File: src/rtl/core/fspc_pkg.sv
// Package for the five-stage pipeline core: memory sizes, opcodes, modes,
// sequencer states, pipeline stage types and shared helper functions.
package fspc_pkg;

  localparam int IMEM_BYTES = 1024;
  localparam int DMEM_BYTES = 1024;
  localparam int IMEM_AW = $clog2(IMEM_BYTES);
  localparam int DMEM_AW = $clog2(DMEM_BYTES);
  localparam int CLR_AW = (IMEM_AW > DMEM_AW) ? IMEM_AW : DMEM_AW;
  localparam int RF_DEPTH = 32;
  localparam int RF_AW = 5;

  localparam logic [2:0] MODE_LOAD_INSTR = 3'd0;
  localparam logic [2:0] MODE_LOAD_DATA  = 3'd1;
  localparam logic [2:0] MODE_RUN        = 3'd2;
  localparam logic [2:0] MODE_READ_REG   = 3'd3;
  localparam logic [2:0] MODE_READ_WORD  = 3'd4;

  localparam logic [5:0] OP_RTYPE = 6'h00;
  localparam logic [5:0] OP_LW    = 6'h23;
  localparam logic [5:0] OP_SW    = 6'h2B;
  localparam logic [5:0] OP_BNE   = 6'h04;
  localparam logic [5:0] FN_ADDU  = 6'h21;
  localparam logic [5:0] FN_SUBU  = 6'h23;
  localparam logic [31:0] HALT_WORD = 32'hFFFF_FFFF;

  typedef enum logic [3:0] {
    ST_CLEAR, ST_IDLE, ST_RREG, ST_DWORD, ST_WB, ST_MEM_RD, ST_MEM_WR,
    ST_ID_RS, ST_ID_RT, ST_ID_CAP, ST_IF, ST_COMMIT
  } seq_state_t;

  typedef struct packed {
    logic [31:0] pc;
    logic        nop;
  } fetch_t;

  typedef struct packed {
    logic [31:0] instr;
    logic        nop;
  } dec_t;

  typedef struct packed {
    logic [31:0] rd1;
    logic [31:0] rd2;
    logic [15:0] imm;
    logic [4:0]  rs;
    logic [4:0]  rt;
    logic [4:0]  wreg;
    logic        is_i;
    logic        rd_mem;
    logic        wrt_mem;
    logic        alu_add;
    logic        wen;
    logic        nop;
  } exe_t;

  typedef struct packed {
    logic [31:0] alu;
    logic [31:0] store;
    logic [4:0]  rt;
    logic [4:0]  wreg;
    logic        rd_mem;
    logic        wrt_mem;
    logic        wen;
    logic        nop;
  } mem_t;

  typedef struct packed {
    logic [31:0] data;
    logic [4:0]  wreg;
    logic        wen;
    logic        nop;
  } wb_t;

  typedef struct packed {
    logic [31:0] memw;
    logic [31:0] rd1;
    logic [31:0] rd2;
    logic [31:0] insw;
  } reads_t;

  function automatic logic [31:0] sext16(input logic [15:0] v);
    return {{16{v[15]}}, v};
  endfunction

  function automatic logic [31:0] fwd_store_word(input mem_t m, input wb_t w);
    return (!w.nop && w.wen && w.wreg == m.rt) ? w.data : m.store;
  endfunction

endpackage

File: src/rtl/core/fspc_stage_logic.sv
// Next-state logic of the five pipeline stages: ALU, forwarding, decode,
// branch, load-use interlock and fetch. Depends on fspc_pkg.
module fspc_stage_logic import fspc_pkg::*; (
  input  fetch_t f,
  input  dec_t   d,
  input  exe_t   e,
  input  mem_t   m,
  input  wb_t    w,
  input  reads_t rd,
  output fetch_t nf,
  output dec_t   nd,
  output exe_t   ne,
  output mem_t   nm,
  output wb_t    nw,
  output logic   stall,
  output logic   fin
);
  logic [31:0] a, b, sd;
  logic        rtype_w, id_bubble, if_idle;
  logic [5:0]  op;
  logic [4:0]  rs, rt;

  always_comb begin
    sd = fwd_store_word(m, w);
    nw = w;
    if (!m.nop) begin
      if (m.rd_mem) begin
        nw.data = rd.memw;
      end else if (m.wrt_mem) begin
        nw.data = sd;
      end else if (m.wen) begin
        nw.data = m.alu;
      end
      nw.wreg = m.wreg;
      nw.wen = m.wen;
    end
    nw.nop = m.nop;

    a = e.rd1;
    b = e.rd2;
    rtype_w = !e.is_i && e.wen;
    if (!w.nop && w.wen && w.wreg == e.rs) a = w.data;
    if (!w.nop && w.wen && w.wreg == e.rt && (rtype_w || e.wrt_mem)) b = w.data;
    if (!m.nop && m.wen && m.wreg == e.rs) a = m.alu;
    if (!m.nop && m.wen && m.wreg == e.rt && rtype_w) b = m.alu;
    nm = m;
    if (!e.nop) begin
      if (!e.is_i) begin
        nm.alu = e.wen ? (e.alu_add ? a + b : a - b) : 32'd0;
      end else begin
        nm.alu = a + sext16(e.imm);
      end
      nm.store = b;
      nm.rt = e.rt;
      nm.wreg = e.wreg;
      nm.rd_mem = e.rd_mem;
      nm.wrt_mem = e.wrt_mem;
      nm.wen = e.wen;
    end
    nm.nop = e.nop;

    nf = f;
    nd = d;
    ne = e;
    stall = 1'b0;
    fin = 1'b0;
    op = d.instr[31:26];
    rs = d.instr[25:21];
    rt = d.instr[20:16];
    id_bubble = d.nop;
    if_idle = f.nop;
    if (!d.nop) begin
      ne.rs = rs;
      ne.rt = rt;
      ne.rd1 = rd.rd1;
      ne.rd2 = rd.rd2;
      ne.imm = d.instr[15:0];
      case (op)
        OP_RTYPE: begin
          ne.wreg = d.instr[15:11];
          ne.is_i = 1'b0;
          ne.rd_mem = 1'b0;
          ne.wrt_mem = 1'b0;
          if (d.instr[5:0] == FN_ADDU) ne.alu_add = 1'b1;
          else if (d.instr[5:0] == FN_SUBU) ne.alu_add = 1'b0;
          ne.wen = 1'b1;
        end
        OP_LW: begin
          ne.wreg = rt;
          ne.is_i = 1'b1;
          ne.rd_mem = 1'b1;
          ne.wrt_mem = 1'b0;
          ne.alu_add = 1'b1;
          ne.wen = 1'b1;
        end
        OP_SW: begin
          ne.wreg = rt;
          ne.is_i = 1'b1;
          ne.rd_mem = 1'b0;
          ne.wrt_mem = 1'b1;
          ne.alu_add = 1'b1;
          ne.wen = 1'b0;
        end
        OP_BNE: begin
          ne.wreg = 5'd0;
          ne.is_i = 1'b0;
          ne.rd_mem = 1'b0;
          ne.wrt_mem = 1'b0;
          ne.alu_add = 1'b1;
          ne.wen = 1'b0;
        end
        default: id_bubble = 1'b1;
      endcase
    end

    if (!d.nop && op == OP_BNE && rd.rd1 != rd.rd2) begin
      // taken branch: redirect fetch, drop decode
      nf.pc = f.pc + {{14{d.instr[15]}}, d.instr[15:0], 2'b00};
      nf.nop = 1'b0;
      nd.nop = 1'b1;
      ne.nop = 1'b0;
    end else if (!d.nop && op == OP_RTYPE && !e.nop && e.rd_mem &&
                 (e.wreg == rs || e.wreg == rt)) begin
      // load-use: hold fetch and decode
      ne.nop = 1'b1;
      stall = 1'b1;
      nf = f;
      nd = d;
    end else begin
      ne.nop = id_bubble;
      if (!f.nop) begin
        nd.instr = rd.insw;
        if (rd.insw != HALT_WORD) begin
          nf.pc = f.pc + 32'd4;
          nf.nop = 1'b0;
        end else begin
          nf.nop = 1'b1;
          if_idle = 1'b1;
        end
      end
      nd.nop = if_idle;
      fin = if_idle && d.nop && e.nop && m.nop && w.nop;
    end
  end
endmodule

File: config.mk
export PLATFORM = sky130hd
export DESIGN_NAME = fspc_stage_logic
export DESIGN_NICKNAME = d
export VERILOG_FILES = /design/src/rtl/core/fspc_pkg.sv /design/src/rtl/core/fspc_stage_logic.sv
export SDC_FILE = /design/constraint.sdc
export NUM_CORES = 1
export LEC_CHECK = 0
export ABC_AREA = 1
export BUFFER_PORTS_ARGS = -buffer_cell sky130_fd_sc_hd__buf_2
export CORE_AREA = 5 5 271 273
export DETAILED_ROUTE_END_ITERATION = 10
export DIE_AREA = 0 0 276 278
export GPL_TIMING_DRIVEN = 0
export PLACE_DENSITY = 0.39
export SKIP_LAST_GASP = 1
export SLEW_MARGIN = 20
export SYNTH_ARGS = -nofsm -noshare
export SYNTH_HDL_FRONTEND = slang
export SYNTH_SLANG_ARGS = --single-unit
export TNS_END_PERCENT = 20
File: constraint.sdc
create_clock -name vclk -period 6.5
set_input_delay 1.3 -clock vclk [all_inputs]
set_output_delay 1.3 -clock vclk [all_outputs]
set_load 0.03 [all_outputs]
Word-level counts from Yosys, hierarchy flattened. Cells that the tools add are included.

Add/subtract/negate cells: 5. Multiply operators: 0. Divide/modulo/power cells: 0. Order comparisons: 0. Equal/unequal tests: 14. Shift operators: 0. Mux-type cells: 37. Bitwise operators: 0. Reductions and logical operators: 29.

Operators by type and width (count): $mux W32 (14); $mux W33 (4); $mux W100 (1); $add A32 B32 Y32 (3); $mux W77 (1); $pmux W10 S4 (1); $mux W38 (1); $eq A5 B5 Y1 (7); $add A32 B3 Y32 const B (1); $ne A32 B32 Y1 (1); $ne A32 B32 Y1 const B (1); $sub A32 B32 Y32 (1); $eq A6 B6 Y1 const B (4); $logic_and A1 B1 Y1 (20); $mux W1 (15); $eq A6 B3 Y1 const B (1); $logic_not A6 Y1 (1); $logic_not A1 Y1 (5); $reduce_or A4 Y1 (1); $logic_or A1 B1 Y1 (2).

Bits in registers: 0. Bits in latches: 0. Bits in writable memories: 0. Bits in read-only memories: 0. Output and inout port bits: 286. Logic and storage cells: 85. Memories kept: 0.

Depth between registers and ports, before layout. Gate-level depths: netlist of run 1.

Word-level depth: 13. Depth in mapped cells: 35. Depth with buffers taken out: 33.

Worst setup path before layout of run 1. OpenSTA, ideal clock, no wires.

Kind: input-to-output. Start point: input port e[5] (netlist bit). End point: output port nm[73] (netlist bit). Arrival: 5097 ps. Data required time: 5200 ps. Setup slack: 103 ps. Cell stages on the path: 27. Path through: buf_6 nor2_4 nand2_1 nor2_2 nand3_4 inv_2 buf_6 nand2_2 nand2_2 ha_1 inv_1 a21oi_2 nand2_1 nand2_1 xor2_1 inv_1 ha_1 nand2_1 o21ai_0 a21oi_1 o21ai_0 nand3_1 o211ai_1 nand2_1 nand3_1 nand3_1 a31oi_1.

RTL lines: start, declared (RTL line fspc_stage_logic.sv:6) `input exe_t e,`; end, declared (RTL line fspc_stage_logic.sv:13) `output mem_t nm,`.

==> results.tsv, run 1 <==
stage	metric	value	unit
critical_path	cp.required	5200	ps
grt	grt_max_degree	19	
critical_path	crit_path_top_delay_cell	a21boi_4	
placement	placedCellCount	4296	
drt	wl_per_cell	25.68	µm
grt	antenna_found_initial	29	
synth	netlist_area	0.01378	mm²
drt	via_count	21926	
finish	finalInstanceArea	0.02013	mm²
critical_path	crit_path_max_incr_delay	270	ps
die	rows	98	
critical_path	worstSetupStartpointType	primary input	
sta	hold_violations	0	
sta	final_max_slew_viol_count	0	
synth	synth_top_area_share	16.56	%
drt	routed_wl	112.2	mm
die	io_pins	698	
synth	synth_nets	3169	
hold_path	min_from	f[2]	
finish	area_delta_synth_final	46.13	%
critical_path	path_buf_inv	8	
sta	fin_crit_sh	104.8	%
sta	tightestPinTransition	1085	ps
critical_path	path_max_fanout	10	
placement	io_buffers	691	
synth	ys_top_cells_by_area	nand2_1 (17%), o21ai_0 (13%), a21oi_1 (9.6%)	
grt	grt_remaining_overflow	0	
job	cap_violations	0	
synth	yosys_warnings	0	
die	core_area	0.07087	mm²
synth	synth_area_leader_cell	nand2_1	
drt	ant_nets	0	
critical_path	critPathArrivalTime	5510	ps
sta	finalSetupViolCount	18	
power	powerDensity	106.5	mW/mm²
grt	grt_pass1_wl	155.0	mm
critical_path	critPathMostFrequentCell	nand2_1	
power	ir_drop	0.04477	mV
critical_path	path_delay_family	simple AND/OR/NAND/NOR gates	
synth	yosys-top-cells-count	nand2_1 (608), o21ai_0 (356), inv_1 (342)	
placement	postPlaceCellArea	0.01843	mm²
sta	fmax	0.1468	GHz
placement	pre_cts_ws	-1539	ps
synth	synthDistinctLibCells	55	
placement	place_congestion	0.9961	
hold_path	whs_endpoint	nf[2]	
sta	setup_ws	-313.5	ps
sta	rsz0062_at_grt	yes	
finish	finalNonFillerCells	4370	
synth	synth.avg_cell_area	5.190	µm²
run_status	violations	setup timing	
drt	first_iter_violations	1742	
die	start_util	19.44	%
die	die_h	278	µm
die	die-area	0.07673	mm²
sta	period_needed	6814	ps
grt	first_global_vias	21529	
sta	timing.setup.tns	-2554	ps
finish	seq_cell_count	0	
placement	hpwlAfterDp	99.72	mm
grt	track_usage	26.98	%
critical_path	end_kind	primary output	
hold_path	whs_path_depth	2	
synth	syn_inst	2655	
critical_path	cp-startpoint	m[4]	
finish	finalNetCount	3927	
run_status	status	finished with violations	
critical_path	path_class	primary input to primary output	
power	p_leak	0.01022	µW
die	fp.dieW	276	µm
drt	routed_via_density	5.017	
drt	drc	0	
finish	drive_above_1_share	30.72	%
finish	clock_buffers	0	
hold_path	hold_class	primary input to primary output	
drt	drt_first_pass_iters	6	
synth	yosysMostFrequentCell	nand2_1	
sta	hold_ws	2853	ps
synth	synth_seq_area_share	0	%
finish	seq_area	0	µm²
sta	maxSlewHeadroom	27.68	%
[area by class of cell]
type | count | area (µm²)
inverters | 362 | 1398
well taps | 950 | 1189
plain buffers | 124 | 650.6
multi-input cells | 2169 | 12820
diodes | 9 | 22.52
fillers | 8605 | 50740
repair buffers | 756 | 4058
[worst max path at each step]
stage	to	slack (ps)	cells after the start
detailed placement	nm[77]	-1540	24
global placement	nm[77]	-1610	24
floorplan	nm[73]	100	27
CTS	nm[77]	-330	32
finish	nm[77]	-310	32
global route	nm[77]	-510	31
[metrics by stage]
stage / utilization, % / power, µW
6_report: 28.41 / 2144
5_1_grt: 28.41 / 2300
4_1_cts: 27.22 / 2037
3_3_place_gp: 26.00 / 1958
2_1_floorplan: - / 1163
3_5_place_dp: 26.00 / 1946
[per-layer routing]
metal  wire, µm  GRT usage [%]  vias up
met5         37              0        -
met1      47970          35.13    10319
met3       6839          3.557      179
met2      53190          47.18      951
li1           -              -    10471
met4       4202          7.018        6
[cells by family after synthesis]
kind of cell | synth area share [%]
buf+inv | 13.88
mux | 0.5358
xor+xnor | 8.073
simple gates | 35.77
compound gates | 32.32
fa+ha+maj | 9.426
[power by group]
| part | switching, µW | internal, µW |
|---|---|---|
| Combinational | 1470 | 669 |
| Clock | 0 | 0.000186 |
| Sequential | 0 | 0 |
| Total | 1470 | 669 |
[layout by cell type, fill, tap and decap left out, drive strengths merged, types with 4 or more instances in the layout]
| cell type | n |
|---|---|
| o31ai | 7 |
| mux2i | 4 |
| clkbuf | 85 |
| a21boi | 4 |
| a221oi | 7 |
| xnor2 | 58 |
| buf | 795 |
| or2 | 7 |
| nor4 | 15 |
| o211ai | 57 |
| o21ai | 371 |
| nand3 | 172 |
| nor2 | 217 |
| a31oi | 42 |
| xor2 | 69 |
| o2111ai | 5 |
| nand2 | 643 |
| o21a | 5 |
| nand4 | 40 |
| o21bai | 4 |
| ha | 99 |
| inv | 359 |
| a21oi | 266 |
| a211oi | 14 |
| o22ai | 12 |
| a21o | 5 |
| nor3 | 26 |
| diode | 9 |
[timing repair]
action	in CTS	in global routing
hold buffers	0	0
pin swaps	54	67
cloned	2	2
buffers inserted	37	24
hold endpoints to repair	0	0
resized for setup	181	152
endpoints found under the setup margin	47	38
Power figures use the tool's default switching activity.
==> run 2, diff against run 1 <==
--- a/config.mk
+++ b/config.mk
@@ -5,13 +5,12 @@
 export SDC_FILE = /design/constraint.sdc
 export NUM_CORES = 1
 export LEC_CHECK = 0
-export ABC_AREA = 1
 export BUFFER_PORTS_ARGS = -buffer_cell sky130_fd_sc_hd__buf_2
-export CORE_AREA = 5 5 271 273
+export CORE_AREA = 5 5 266 268
 export DETAILED_ROUTE_END_ITERATION = 10
-export DIE_AREA = 0 0 276 278
+export DIE_AREA = 0 0 271 273
 export GPL_TIMING_DRIVEN = 0
-export PLACE_DENSITY = 0.39
+export PLACE_DENSITY = 0.38
 export SKIP_LAST_GASP = 1
 export SLEW_MARGIN = 20
 export SYNTH_ARGS = -nofsm -noshare
==> run 2 against run 1 <==
Against the previous run: the flow still finishes with violations (setup timing); count of clock-buffer cells in the layout unchanged; area after synthesis down 9.2%; combinational power about the same; total power down 0.29%; critical path depth down 8; largest power group unchanged; maximum frequency down 9.7%; flip-flop and latch count unchanged; utilization down 1.5 points; via count down 15%.
==> results.tsv, run 2 <==
stage	metric	value	unit
drt	routed_via_density	5.287	
critical_path	path_buf_inv	7	
critical_path	end_kind	primary output	
synth	synth_nets	2387	
drt	wl_per_cell	29.96	µm
synth	synthDistinctLibCells	88	
power	powerDensity	116.5	mW/mm²
placement	place_congestion	1.045	
run_status	violations	setup timing	
sta	rsz0062_at_grt	yes	
power	p_leak	0.008219	µW
die	die_h	273	µm
finish	seq_cell_count	0	
critical_path	crit_chain	buf_6 -> xor2_4 -> or4_4 -> buf_6 -> buf_12 -> buf_12 -> o21ai_2 -> a21oi_2 -> a21oi_2 -> ha_4 -> buf_4 -> a31oi_1 -> xnor2_1 -> ha_1 -> nand3_1 -> o221a_2 -> o31ai_4 -> buf_4 -> nand3_1 -> o21ai_0 -> xor2_1 -> a22oi_1 -> o21ai_0 -> buf_2	
grt	track_usage	26.48	%
critical_path	cp.required	5200	ps
synth	yosysMostFrequentCell	a21oi_1	
synth	synth_seq_area_share	0	%
critical_path	crit_path_max_incr_delay	540	ps
grt	first_global_vias	18705	
power	finalPower	2137	µW
synth	syn_inst	1873	
die	die-area	0.07398	mm²
sta	period_needed	7544	ps
power	pwr-share-comb	100.0	%
finish	finalNetCount	3130	
finish	layout_common_cells	buf_2 (686), a21oi_1 (201), nor2_1 (178)	
critical_path	path_max_fanout	6	
power	ir_drop	0.06002	mV
die	start_util	18.36	%
finish	finalInstanceArea	0.01835	mm²
run_status	status	finished with violations	
sta	setup_ws	-1044	ps
power	power.switching	1386	µW
synth	synth.avg_cell_area	6.677	µm²
critical_path	path_delay_family	compound AO/OA/AOI/OAI gates	
sta	maxSlewHeadroom	15.45	%
job	cap_violations	0	
finish	mostFrequentLayoutCell	buf_2	
clocking	ctsHoldBuffers	0	
sta	tightestPinTransition	1257	ps
finish	final_util	26.95	%
finish	drive_above_1_share	41.24	%
placement	io_buffers	693	
power	sw_frac_of_total	64.84	%
power	seq_power_share	0	%
critical_path	worstSetupStartpointType	primary input	
grt	antenna_found_initial	25	
synth	yosys_warnings	0	
sta	final_max_slew_viol_count	0	
drt	drt_first_pass_iters	5	
grt	grt_remaining_overflow	0	
die	rows	96	
drt	via_count	18585	
grt	grt_max_degree	21	
drt	ant_nets	0	
finish	clock_buffers	0	
critical_path	path_class	primary input to primary output	
synth	yosys-top-cells-count	a21oi_1 (231), nor2_1 (180), mux2_2 (153)	
power	clkPwrFrac	0	%
drt	first_iter_violations	1336	
sta	fin_crit_sh	116.1	%
drt	drc	0	
synth	synth_top_area_share	13.78	%
critical_path	crit_path_top_delay_cell	or4_4	
synth	netlist_area	0.01251	mm²
finish	area_delta_synth_final	46.76	%
sta	hold_violations	0	
die	core_area	0.06811	mm²
hold_path	hold_class	primary input to primary output	
synth	ys_top_cells_by_area	mux2_2 (14%), ha_1 (9.9%), a21oi_1 (9.2%)	
sta	finalSetupViolCount	37	
die	io_pins	698	
placement	hpwlAfterDp	93.93	mm
sta	fmax	0.1326	GHz
sta	hold_ws	2854	ps
die	fp.dieW	271	µm
finish	seq_area	0	µm²
critical_path	critPathArrivalTime	6240	ps
finish	fillers	7753	
placement	pre_cts_ws	-2414	ps
power	intPower	751.5	µW
placement	postPlaceCellArea	0.01717	mm²
grt	grt_pass1_wl	144.3	mm
drt	routed_wl	105.3	mm
synth	synth_area_leader_cell	mux2_2	
==> run 2: cell count changes after synthesis, moves of 35 or more <==
cell / delta
inv_1: -270
nand2_1: -485
a211oi_1: +36
xor2_1: +35
nand3_1: -99
nor3_1: +55
o211ai_1: -50
mux2_2: +150
o21ai_0: -268
==> run 2: repair_timing <==
item | in CTS | in global routing
pin swaps | 54 | 46
resized for setup | 106 | 75
setup buffers | 34 | 14
endpoints found under the setup margin | 32 | 39
==> run 2: final cells by class <==
class	instances	area, µm²	area share (%)
diodes	19	47.55	0.2590
plain buffers	115	576.8	3.143
inverters	73	274.0	1.493
multi-input cells	1683	12410	67.64
well taps	882	1104	6.013
repair buffers	743	3938	21.45
==> run 2: cell families after synthesis <==
family          Yosys count  synth area share (%)
xor+xnor                196                 13.79
simple gates            584                 22.68
buf+inv                 190                 6.373
compound gates          634                 31.87
fa+ha+maj               102                 10.39
mux                     167                 14.91
==> run 2: path summary, 6_finish.rpt <==
check | start | endpoint | slack, ps | depth (start not counted)
max | w[2] | nm[60] | -1040 | 24
min | m[0] | nw[0] | 2850 | 2
==> run 2: routing by layer <==
layer / share of wire [%] / GRT usage (%) / vias up
li1: - / - / 8476
met1: 42 / 33.31 / 9086
met2: 48 / 46.95 / 859
met3: 4.7 / 2.160 / 164
met4: 5.1 / 10.26 / 0
met5: 0 / 0 / -
==> run 2: metrics by stage <==
stage,TNS (ps),cells
after detailed placement,-50630,3450
after CTS,-22730,3482
after floorplan,-7704,1873
after global routing,-27990,3510
final,-22360,3515
after global placement,-84150,3448
==> run 2: power by group through the flow <==
| stage | registers [µW] | logic, µW | clock network (µW) |
|---|---|---|---|
| after floorplan | 0 | 1200 | 0 |
| after CTS | 0 | 2060 | 0 |
| final | 0 | 2140 | 0.000383 |
| after global placement | 0 | 1970 | 0 |
| after global routing | 0 | 2260 | 0.000289 |
| after detailed placement | 0 | 1960 | 0 |
